--- src/rtl/core/ppt_pkg.sv ---
// Types and constants of the peer presence table.
package ppt_pkg;

  localparam int unsigned WordW = 32;
  localparam int unsigned CountW = 5;

  localparam int unsigned InTdataW = 104;
  localparam int unsigned OutTdataW = 72;

  localparam int unsigned OutFoundBit = 0;
  localparam int unsigned OutOnlineBit = 1;
  localparam int unsigned OutDropBit = 71;

  localparam logic [1:0] RegLocalId = 2'd0;
  localparam logic [1:0] RegOfflineTimeout = 2'd1;
  localparam logic [1:0] RegSweepInterval = 2'd2;

  localparam logic [WordW-1:0] LocalIdReset = 32'd0;
  localparam logic [WordW-1:0] OfflineTimeoutReset = 32'd60000;
  localparam logic [WordW-1:0] SweepIntervalReset = 32'd30000;

  localparam logic OpPacket = 1'b0;
  localparam logic OpQuery = 1'b1;

  typedef enum logic [2:0] {
    ST_IDLE,
    ST_LK_RD,
    ST_LK_CMP,
    ST_WRITE,
    ST_SWP_CHK,
    ST_SWP_RD,
    ST_SWP_CMP,
    ST_OUT
  } state_e;

endpackage

--- src/rtl/core/peer_presence_table_with_aging.sv ---
// Top level of the peer presence table with aging sweep.
// A packet runs at most a lookup, a write, an aging sweep and a final lookup, in that order.
// Each scanned entry takes a read state and a compare state, set by the single-port RAM and the shared subtractor.
// A new item can be taken in the cycle after a result is loaded, even while that result waits.
// rst_ni clears the count, the online flags and the last sweep time, and sets the registers to their reset values.
module peer_presence_table_with_aging #(
  parameter int unsigned TABLE_DEPTH = 16
) (
  input  logic                           clk_i,
  input  logic                           rst_ni,
  input  logic                           s_axis_tvalid_i,
  output logic                           s_axis_tready_o,
  // peer_id, source_addr, now_ms, has_records, then zero padding.
  input  logic [ppt_pkg::InTdataW-1:0]   s_axis_tdata_i,
  // opcode.
  input  logic                           s_axis_tuser_i,
  output logic                           m_axis_tvalid_o,
  input  logic                           m_axis_tready_i,
  // found, online, peer_addr, seen_time, entry_count, table_full_drop.
  output logic [ppt_pkg::OutTdataW-1:0]  m_axis_tdata_o,
  input  logic                           cfg_valid_i,
  output logic                           cfg_ready_o,
  input  logic [1:0]                     cfg_index_i,
  input  logic [ppt_pkg::WordW-1:0]      cfg_data_i
);
  import ppt_pkg::*;

  localparam int unsigned IdxW = (TABLE_DEPTH > 1) ? $clog2(TABLE_DEPTH) : 1;
  localparam int unsigned CntW = $clog2(TABLE_DEPTH + 1);
  localparam int unsigned RamW = 3 * WordW;

  state_e state_q, state_d;

  logic [WordW-1:0] local_id_q, timeout_q, interval_q;
  logic [WordW-1:0] item_id_q, item_addr_q, item_now_q;
  logic             item_op_q, item_rec_q;
  logic             in_accept;

  logic [CntW-1:0]        idx_q, idx_d, count_q, count_d;
  logic [TABLE_DEPTH-1:0] online_q, online_d;
  logic [WordW-1:0]       last_sweep_q, last_sweep_d;
  logic                   final_q, final_d, drop_q, drop_d;

  logic             res_found_q, res_found_d, res_online_q, res_online_d;
  logic [WordW-1:0] res_addr_q, res_addr_d, res_seen_q, res_seen_d;

  logic                 out_valid_q, out_valid_d, out_load;
  logic [OutTdataW-1:0] out_tdata_q;
  logic [31:0]          count_ext;

  logic            ram_we;
  logic [IdxW-1:0] ram_addr;
  logic [RamW-1:0] ram_wdata, ram_rdata;
  logic [WordW-1:0] rd_uid, rd_ip, rd_seen;

  logic [WordW-1:0] sub_a, sub_b, sub_lim, sub_diff;
  logic             sub_zero, sub_over;
  logic             idx_lt_cnt, room, record;

  assign rd_uid  = ram_rdata[3*WordW-1:2*WordW];
  assign rd_ip   = ram_rdata[2*WordW-1:WordW];
  assign rd_seen = ram_rdata[WordW-1:0];

  assign s_axis_tready_o = (state_q == ST_IDLE);
  assign in_accept       = s_axis_tvalid_i && s_axis_tready_o;
  assign cfg_ready_o     = 1'b1;

  assign idx_lt_cnt = (idx_q < count_q);
  assign room       = (count_q < CntW'(TABLE_DEPTH));
  assign record     = (s_axis_tuser_i == OpPacket) && s_axis_tdata_i[96]
                      && (s_axis_tdata_i[31:0] != local_id_q);
  assign out_load   = (state_q == ST_OUT) && (!out_valid_q || m_axis_tready_i);

  // Shared subtract-compare unit: equality for lookups, wrapped age checks for sweeps.
  always_comb begin
    sub_a   = item_now_q;
    sub_b   = last_sweep_q;
    sub_lim = interval_q;
    case (state_q)
      ST_LK_CMP: begin
        sub_a = item_id_q;
        sub_b = rd_uid;
      end
      ST_SWP_CMP: begin
        sub_b   = rd_seen;
        sub_lim = timeout_q;
      end
      default: begin
      end
    endcase
  end

  assign sub_diff = sub_a - sub_b;
  assign sub_zero = (sub_diff == '0);
  assign sub_over = (sub_diff > sub_lim);

  ppt_ram #(
    .Width(RamW),
    .Depth(TABLE_DEPTH),
    .AddrW(IdxW)
  ) u_table (
    .clk_i  (clk_i),
    .we_i   (ram_we),
    .addr_i (ram_addr),
    .wdata_i(ram_wdata),
    .rdata_o(ram_rdata)
  );

  always_comb begin
    state_d = state_q;
    unique case (state_q)
      ST_IDLE: begin
        if (in_accept) begin
          if (record || s_axis_tuser_i == OpQuery) begin
            state_d = ST_LK_RD;
          end else begin
            state_d = ST_SWP_CHK;
          end
        end
      end
      ST_LK_RD: begin
        if (idx_lt_cnt) begin
          state_d = ST_LK_CMP;
        end else if (final_q) begin
          state_d = ST_OUT;
        end else if (room) begin
          state_d = ST_WRITE;
        end else begin
          state_d = ST_SWP_CHK;
        end
      end
      ST_LK_CMP: begin
        if (sub_zero) begin
          state_d = final_q ? ST_OUT : ST_WRITE;
        end else begin
          state_d = ST_LK_RD;
        end
      end
      ST_WRITE:   state_d = ST_SWP_CHK;
      ST_SWP_CHK: state_d = sub_over ? ST_SWP_RD : ST_LK_RD;
      ST_SWP_RD:  state_d = idx_lt_cnt ? ST_SWP_CMP : ST_LK_RD;
      ST_SWP_CMP: state_d = ST_SWP_RD;
      ST_OUT: begin
        if (out_load) begin
          state_d = ST_IDLE;
        end
      end
      default: state_d = ST_IDLE;
    endcase
  end

  always_comb begin
    idx_d        = idx_q;
    count_d      = count_q;
    online_d     = online_q;
    last_sweep_d = last_sweep_q;
    final_d      = final_q;
    drop_d       = drop_q;
    res_found_d  = res_found_q;
    res_online_d = res_online_q;
    res_addr_d   = res_addr_q;
    res_seen_d   = res_seen_q;
    ram_we       = 1'b0;
    ram_addr     = idx_q[IdxW-1:0];
    ram_wdata    = {item_id_q, item_addr_q, item_now_q};
    unique case (state_q)
      ST_IDLE: begin
        if (in_accept) begin
          idx_d   = '0;
          final_d = (s_axis_tuser_i == OpQuery);
          drop_d  = 1'b0;
        end
      end
      ST_LK_RD: begin
        if (!idx_lt_cnt) begin
          if (final_q) begin
            res_found_d  = 1'b0;
            res_online_d = 1'b0;
            res_addr_d   = '0;
            res_seen_d   = '0;
          end else if (!room) begin
            drop_d = 1'b1;
          end
        end
      end
      ST_LK_CMP: begin
        if (sub_zero) begin
          if (final_q) begin
            res_found_d  = 1'b1;
            res_online_d = online_q[idx_q[IdxW-1:0]];
            res_addr_d   = rd_ip;
            res_seen_d   = rd_seen;
          end
        end else begin
          idx_d = idx_q + 1'b1;
        end
      end
      ST_WRITE: begin
        ram_we = 1'b1;
        online_d[idx_q[IdxW-1:0]] = 1'b1;
        if (idx_q == count_q) begin
          count_d = count_q + 1'b1;
        end
      end
      ST_SWP_CHK: begin
        idx_d = '0;
        if (sub_over) begin
          last_sweep_d = item_now_q;
        end else begin
          final_d = 1'b1;
        end
      end
      ST_SWP_RD: begin
        if (!idx_lt_cnt) begin
          idx_d   = '0;
          final_d = 1'b1;
        end
      end
      ST_SWP_CMP: begin
        if (sub_over) begin
          online_d[idx_q[IdxW-1:0]] = 1'b0;
        end
        idx_d = idx_q + 1'b1;
      end
      ST_OUT: begin
      end
      default: begin
      end
    endcase
  end

  assign out_valid_d = (out_valid_q && !m_axis_tready_i) || out_load;
  assign count_ext   = 32'(count_q);

  always_ff @(posedge clk_i or negedge rst_ni) begin
    if (!rst_ni) begin
      state_q      <= ST_IDLE;
      idx_q        <= '0;
      count_q      <= '0;
      online_q     <= '0;
      last_sweep_q <= '0;
      final_q      <= 1'b0;
      drop_q       <= 1'b0;
      out_valid_q  <= 1'b0;
      local_id_q   <= LocalIdReset;
      timeout_q    <= OfflineTimeoutReset;
      interval_q   <= SweepIntervalReset;
    end else begin
      state_q      <= state_d;
      idx_q        <= idx_d;
      count_q      <= count_d;
      online_q     <= online_d;
      last_sweep_q <= last_sweep_d;
      final_q      <= final_d;
      drop_q       <= drop_d;
      out_valid_q  <= out_valid_d;
      if (cfg_valid_i && cfg_ready_o) begin
        unique case (cfg_index_i)
          RegLocalId:        local_id_q <= cfg_data_i;
          RegOfflineTimeout: timeout_q  <= cfg_data_i;
          RegSweepInterval:  interval_q <= cfg_data_i;
          default: begin
          end
        endcase
      end
    end
  end

  always_ff @(posedge clk_i) begin
    if (in_accept) begin
      item_op_q   <= s_axis_tuser_i;
      item_id_q   <= s_axis_tdata_i[31:0];
      item_addr_q <= s_axis_tdata_i[63:32];
      item_now_q  <= s_axis_tdata_i[95:64];
      item_rec_q  <= s_axis_tdata_i[96];
    end
    res_found_q  <= res_found_d;
    res_online_q <= res_online_d;
    res_addr_q   <= res_addr_d;
    res_seen_q   <= res_seen_d;
    if (out_load) begin
      out_tdata_q <= {drop_q && (item_op_q == OpPacket) && item_rec_q,
                      count_ext[CountW-1:0], res_seen_q, res_addr_q,
                      res_online_q, res_found_q};
    end
  end

  assign m_axis_tvalid_o = out_valid_q;
  assign m_axis_tdata_o  = out_tdata_q;

endmodule

--- src/rtl/core/ppt_ram.sv ---
// Generic single-port RAM with a registered read.
module ppt_ram #(
  parameter int unsigned Width = 96,
  parameter int unsigned Depth = 16,
  parameter int unsigned AddrW = (Depth > 1) ? $clog2(Depth) : 1
) (
  input  logic             clk_i,
  input  logic             we_i,
  input  logic [AddrW-1:0] addr_i,
  input  logic [Width-1:0] wdata_i,
  output logic [Width-1:0] rdata_o
);

  logic [Width-1:0] mem_q [Depth];
  logic [Width-1:0] rdata_q;

  always_ff @(posedge clk_i) begin
    if (we_i) begin
      mem_q[addr_i] <= wdata_i;
    end
    rdata_q <= mem_q[addr_i];
  end

  assign rdata_o = rdata_q;

endmodule

--- config.mk ---
export PLATFORM = sky130hd
export DESIGN_NAME = peer_presence_table_with_aging
export DESIGN_NICKNAME = d
export VERILOG_FILES = /design/src/rtl/core/ppt_pkg.sv /design/src/rtl/core/peer_presence_table_with_aging.sv /design/src/rtl/core/ppt_ram.sv
export SDC_FILE = /design/constraint.sdc
export NUM_CORES = 2
export LEC_CHECK = 0
export BUFFER_PORTS_ARGS = -buffer_cell sky130_fd_sc_hd__buf_2
export CORE_ASPECT_RATIO = 0.6
export CORE_MARGIN = 4
export CORE_UTILIZATION = 45
export CTS_BUF_LIST = sky130_fd_sc_hd__clkbuf_8
export DETAILED_ROUTE_END_ITERATION = 16
export RECOVER_POWER = 100
export SLEW_MARGIN = 20
export SYNTH_ARGS = -nofsm -noshare
export SYNTH_HDL_FRONTEND = slang
export SYNTH_SLANG_ARGS = --single-unit
--- constraint.sdc ---
create_clock -name clk_i -period 12.2 [get_ports clk_i]
set_input_delay 0.61 -clock clk_i [delete_from_list [all_inputs] [get_ports clk_i]]
set_output_delay 0.61 -clock clk_i [all_outputs]
set_load 0.03 [all_outputs]
# Word-level counts from Yosys, hierarchy flattened
# Memory sizes are Yosys's and may differ from the RTL's. A register that Yosys moved wholly into a read port is not among the register bits.
# Cells that the tools add are included.
[classes]
n_addsub = 3
multipliers = 0
div = 0
order_cmp = 5
eq_ne = 23
shifts = 0
mux = 52
n_bitwise = 5
n_reduce_logical = 32
[op_table]
columns = ["cell", "n"]
rows = [
  ["32-bit 2-to-1 mux", 8],
  ["32-bit case mux with 2 select lines", 3],
  ["32-bit > comparator", 1],
  ["32-bit zero test", 1],
  ["32-bit inequality test", 1],
  ["16-bit case mux with 2 select lines", 1],
  ["32-bit subtractor", 1],
  ["3-bit 2-to-1 mux", 10],
  ["5-bit case mux with 5 select lines", 1],
  ["3-bit case mux with 8 select lines", 1],
  ["2-bit inequality test, second input constant", 11],
  ["1-bit 2-to-1 mux", 18],
  ["16-bit bitwise AND", 1],
  ["16-bit 2-to-1 mux", 1],
  ["16-bit NOT", 1],
  ["16-bit bitwise OR", 1],
  ["5-bit 2-to-1 mux", 3],
  ["2-bit AND reduction", 7],
  ["3-bit equality test, second input constant", 4],
  ["5-bit by 1-bit adder with 5-bit output, second input constant", 2],
  ["5-bit AND reduction", 2],
  ["1-bit logical AND", 8],
  ["4-bit AND reduction", 2],
  ["3-bit by 2-bit equality test with 1-bit output, second input constant", 2],
  ["21 further kinds", 29],
]
[totals]
reg_bits = 396
latchBits = 0
ramBits = 1536
rom_bits = 0
inputBits = 144
out_inout_bits = 75
elab_cells = 142
mem_count = 1
[memory_table]
columns = ["memory", "depth", "word_bits", "read_ports", "rd_ports_with_merged_regs", "wr", "line", "source"]
rows = [
  ["u_table.mem_q", 16, 96, 1, 1, 1, "ppt_ram.sv:14", "logic [Width-1:0] mem_q [Depth];"],
]

# Longest topological paths before layout
[logic_depth]
ltp_word = 8
depth_mapped = 29

# By module
# From an unflattened synthesis, not the netlist that was laid out.
[hier_totals]
cells_unflattened = 3859
area_unflattened_um2 = 77983.5
[modules_own_cells]
columns = ["mod", "instances", "cells_per_inst", "area_each_um2"]
rows = [
  ["ppt_ram", 1, 2462, 59329.4],
  ["peer_presence_table_with_aging", 1, 1397, 18654.1],
]

# Worst setup path after synthesis
# No wires, ideal clock.
[synth_timing]
path_type = "register -> register"
start = "register state_q[2]"
end = "register res_addr_q[0] (enable)"
arrival_time_ns = 7.153
required_ns = 11.710
slack_ns = 4.557
path_stages_with_launch = 19
path_buffers = 3
synth_period_minus_slack_ns = 7.643
cell_sequence = "dfrtp_1 > buf_2 > buf_1 > clkbuf_1 > mux2i_1 > o21ai_0 > ha_1 > inv_1 > fa_1 > a21o_1 > a221o_1 > a211o_1 > a21oi_4 > o31ai_1 > xor2_1 > or4_4 > nor4_4 > nor2_1 > nor2_1"
[synth_between]
elab_chain_cells = 6
[synth_lines]
columns = ["element", "line", "source"]
rows = [
  ["from (decl)", "peer_presence_table_with_aging.sv:32", "state_e state_q, state_d;"],
  ["from (signal assigned)", "peer_presence_table_with_aging.sv:249", "state_q <= state_d;"],
  ["3-bit equality test or 3-bit by 2-bit equality test with 1-bit output (tied branches)", "peer_presence_table_with_aging.sv:79, peer_presence_table_with_aging.sv:166", ""],
  ["32-bit case mux with 2 select lines or 32-bit 2-to-1 mux (tied branches)", "peer_presence_table_with_aging.sv:79", "case (state_q)"],
  ["32-bit subtractor", "peer_presence_table_with_aging.sv:93", "assign sub_diff = sub_a - sub_b;"],
  ["32-bit zero test", "peer_presence_table_with_aging.sv:94", "assign sub_zero = (sub_diff == '0);"],
  ["2-bit inequality test (no line)", "-", ""],
  ["5-bit AND reduction (no line) *", "-", ""],
  ["to (signal assigned)", "peer_presence_table_with_aging.sv:279", "res_addr_q <= res_addr_d;"],
  ["to (decl)", "peer_presence_table_with_aging.sv:45", "logic [WordW-1:0] res_addr_q, res_addr_d, res_seen_q, res_seen_d;"],
]
# Mark *: on every way between the ends. The rest lies on a longest branch, timed or not.
# A chain may end at the register's enable or synchronous reset.

# Worst setup path in the final report
[layout_timing]
start = "register state_q[2]"
end = "memory u_table.mem_q[7][38] (enable)"
[layout_between]
elab_chain_cells = 4
[layout_lines]
columns = ["element", "line", "source"]
rows = [
  ["3-bit by 2-bit equality test with 1-bit output", "peer_presence_table_with_aging.sv:166", "unique case (state_q)"],
  ["1-bit 2-to-1 mux", "peer_presence_table_with_aging.sv:166", ""],
  ["1-bit 2-to-1 mux", "ppt_ram.sv:18", "if (we_i) begin"],
  ["1-bit 2-to-1 mux (implied by the code)", "ppt_ram.sv:19", "mem_q[addr_i] <= wdata_i;"],
  ["to (decl)", "ppt_ram.sv:14", ""],
]
# No other way between the ends.

==> flow_metrics.env <==
export IMPL_slew_viol_final=1743
export IMPL_synth_avg_cell_area_sq_um=21.4
export IMPL_drive_gt1_share_pct=26.4
export IMPL_worst_pin_slew_ps=7100
export IMPL_worst_hold_path_num_cells=4
export IMPL_drt_iter0_drc=4406
export IMPL_slowest_stage="and2_0"
export IMPL_use_met3_pct=5.50
export IMPL_largest_reg_flops=1536
export IMPL_crit_family="simple AND/OR/NAND/NOR gates"
export IMPL_relSlewSlack_pct=-374
export IMPL_critPathBufInv=3
export IMPL_place_ws_ps=3640
export IMPL_syn_num_nets=3884
export IMPL_grt_pass1_wl_um=282000
export IMPL_overflow=0
export IMPL_multi_input_area_sq_um=18400
export IMPL_numCtsBuffers=306
export IMPL_final_cell_mix="edfxtp_1 (1772), mux4_2 (485), clkbuf_8 (328), clkbuf_1 (174), inv_1 (163)"
export IMPL_clkTransAtPathRegs_ps=70
export IMPL_ys_types=90
export IMPL_cp_common_cell="clkbuf_1"
export IMPL_fin_crit_ps=10390
export IMPL_postCtsSetupBuffers=0
export IMPL_ys_flop_type="edfxtp_1"
export IMPL_cts_sinks=2028
export IMPL_synth_edf_count=1772
export IMPL_cp_arrival_ps=10890
export IMPL_clockRootBuffer="clkbuf_8"
export IMPL_cp_start_kind="flip-flop"
export IMPL_reg2reg_depth=6
export IMPL_leakagePower_nw=29.3
export IMPL_worst_slack_ps=1810
export IMPL_clock_latency_ps=940
export IMPL_final_nets=4440
export IMPL_r2r_start="state_q[2]$_DFFE_PN0P_"
export IMPL_syn_inst=3666
export IMPL_holdWs_ps=218
export IMPL_wl_um=197000
export IMPL_regArea_sq_um=59200
export IMPL_path_cells="clkbuf_1 > nand3b_1 > nor3_1 > and2_0 > clkbuf_1 > buf_4"
export IMPL_nFillCells=13812
export IMPL_hp_class="in2reg"
export IMPL_final_common_cell="edfxtp_1"
export IMPL_top_register="u_table.mem_q"
export IMPL_design_area_sq_um=88700
export IMPL_violations="max-capacitance violations, max-slew violations"
export IMPL_syn2layout_area_growth_pct=13.4
export IMPL_setup_worst_path_end_class="flip-flop"
export IMPL_num_vias=39009
export IMPL_r2r_end="u_table.mem_q[7][38]$_DFFE_PP_"
export IMPL_place_area_sq_um=82200
export IMPL_dr_pass1_iters=7
export IMPL_grt_pass1_vias=38920
export IMPL_clockBufferDepth=4
export IMPL_io_buffers=210
export IMPL_status="finished with violations"
export IMPL_setup_violations=0
export IMPL_busiest_layer="met1"
export IMPL_hold_end="state_q[0]$_DFFE_PN0P_"
export IMPL_cts_tree="built"
export IMPL_async_reset_ff_share_pct=7.89
export IMPL_placedCellCount=6064
export IMPL_use_met1_pct=33.2
export IMPL_antenna_found_initial=20
export IMPL_max_clock_freq_ghz=0.0963
export IMPL_ys_seq_elements=2028
export IMPL_dp_final_hpwl_um=111000
export IMPL_grt_max_degree=110
export IMPL_power_mw=19.1
export IMPL_path_class="reg2reg"
export IMPL_fin_setup_tns_ps=0
export IMPL_r2r_setup_slack_ps=1810
export IMPL_drc_errors=0
export IMPL_cp_max_fo=42
export IMPL_grt_use_total_pct=21.6
export IMPL_drv_cap=49
export IMPL_period_share_pct=85.1
export IMPL_start_util_pct=45.3
export IMPL_h_tree_depth=5
export IMPL_globalplace_congestion=0.866
export IMPL_crit_required_ps=12700
export IMPL_vdd_drop_max_v=0.000110
export IMPL_powerDensity_nw_per_um2=215
export IMPL_io_pins=219
export IMPL_fin_skew_ps=88.7
export IMPL_finish_utilization_pct=51.4
export IMPL_fin_cells=6749
export IMPL_met2_usage_pct=31.1
export IMPL_hold_viol_final=0
export IMPL_wl_per_cell_um=29.2
export IMPL_netlist_area_sq_um=78300
export IMPL_ys_warn_count=0
export IMPL_hold_start="s_axis_tvalid_i"
export IMPL_die_h_um=331
export IMPL_rows=118
export IMPL_die_area_sq_um=181000
export IMPL_design_core_area_sq_um=173000
export IMPL_slowest_delay_ps=3730
export IMPL_ys_seq_area_share_pct=75.6
export IMPL_die_x_um=546
export IMPL_rsz0062_at_grt="false"
export IMPL_viasPerCell=5.78
export IMPL_postRouteAntennaNets=0
worst reg2reg max path, cell delays in order, from the launching register on:
cell      delay [ps]
dfrtp_1          640
clkbuf_1        1370
nand3b_1         900
nor3_1           420
and2_0          3730
clkbuf_1        2050
buf_4            830
final cells by class:
class                           count  share of cell area (%)
Timing Repair Buffer              411                    2.93
Clock inverter                    221                    1.21
Antenna cell                        6                  0.0169
Tap cell                         2280                    3.22
Sequential cell                  2028                    66.7
Clock buffer                      328                    5.09
Multi-Input combinational cell   1446                    20.7
Inverter                           29                   0.131
cell families after synthesis:
family                     Yosys count  share of synthesized area (%)
AOI/OAI and AO/OA                  227                           1.95
buffers and inverters              192                          0.940
xor gates and xnor gates            52                          0.582
DFF                               2028                           75.6
and+or+nand+nor                    381                           2.67
muxes                              711                           17.1
other                                1                        0.00479
adders and majority gates           74                           1.19
report_power, final:
part / switching (mW) / leakage (nW) / internal (mW)
clock network: 2.58 / 3.36 / 2.58
registers: 0.573 / 18.7 / 8.35
logic: 2.76 / 7.18 / 2.24
how the worst max path moves through the flow:
stage                                      start  slack (ps)  cells past startpoint                        endpoint
final                     state_q[2]$_DFFE_PN0P_        1810                      6  u_table.mem_q[7][38]$_DFFE_PP_
after global routing      state_q[2]$_DFFE_PN0P_        1560                      6  u_table.mem_q[3][71]$_DFFE_PP_
after CTS                 state_q[0]$_DFFE_PN0P_        3610                     24     last_sweep_q[7]$_DFFE_PN0P_
after detailed placement  state_q[0]$_DFFE_PN0P_        3640                     24     last_sweep_q[7]$_DFFE_PN0P_
after global placement    state_q[0]$_DFFE_PN0P_        3750                     24     last_sweep_q[8]$_DFFE_PN0P_
after floorplan           state_q[2]$_DFFE_PN0P_        4560                     18     res_addr_q[0]$_SDFFCE_PP0P_
synthesized netlist by cell type (14+ instances only):
| cell type | n | area (sq um) |
|---|---|---|
| mux2i_1 | 67 | 671 |
| and2_1 | 91 | 569 |
| mux2_2 | 159 | 1790 |
| inv_1 | 29 | 109 |
| nand2_1 | 51 | 191 |
| nor3_1 | 21 | 105 |
| ha_1 | 73 | 913 |
| dfrtp_1 | 146 | 3650 |
| buf_1 | 44 | 165 |
| nand3_1 | 30 | 150 |
| dfxtp_1 | 96 | 1920 |
| dfstp_2 | 14 | 368 |
| xnor2_1 | 45 | 394 |
| edfxtp_1 | 1772 | 53200 |
| a21oi_1 | 75 | 375 |
| nand4_1 | 28 | 175 |
| nor2_1 | 87 | 327 |
| mux4_2 | 485 | 10900 |
| clkbuf_1 | 109 | 409 |
| o21a_1 | 14 | 105 |
| a21o_1 | 26 | 195 |
| o21ai_0 | 35 | 175 |
repair_timing:
| item | in CTS | in global routing |
|---|---|---|
| hold endpoints to repair | 239 | 0 |
| hold buffers | 129 | 0 |
| gates resized for setup | 0 | 0 |
layer usage:
metal / up-vias / part of all wire (%)
met5: - / 0.0066
met4: 2 / 2.1
met3: 271 / 9.1
met2: 1664 / 44
met1: 20764 / 45
li1: 16308 / -
Power figures use the tool's default switching activity.
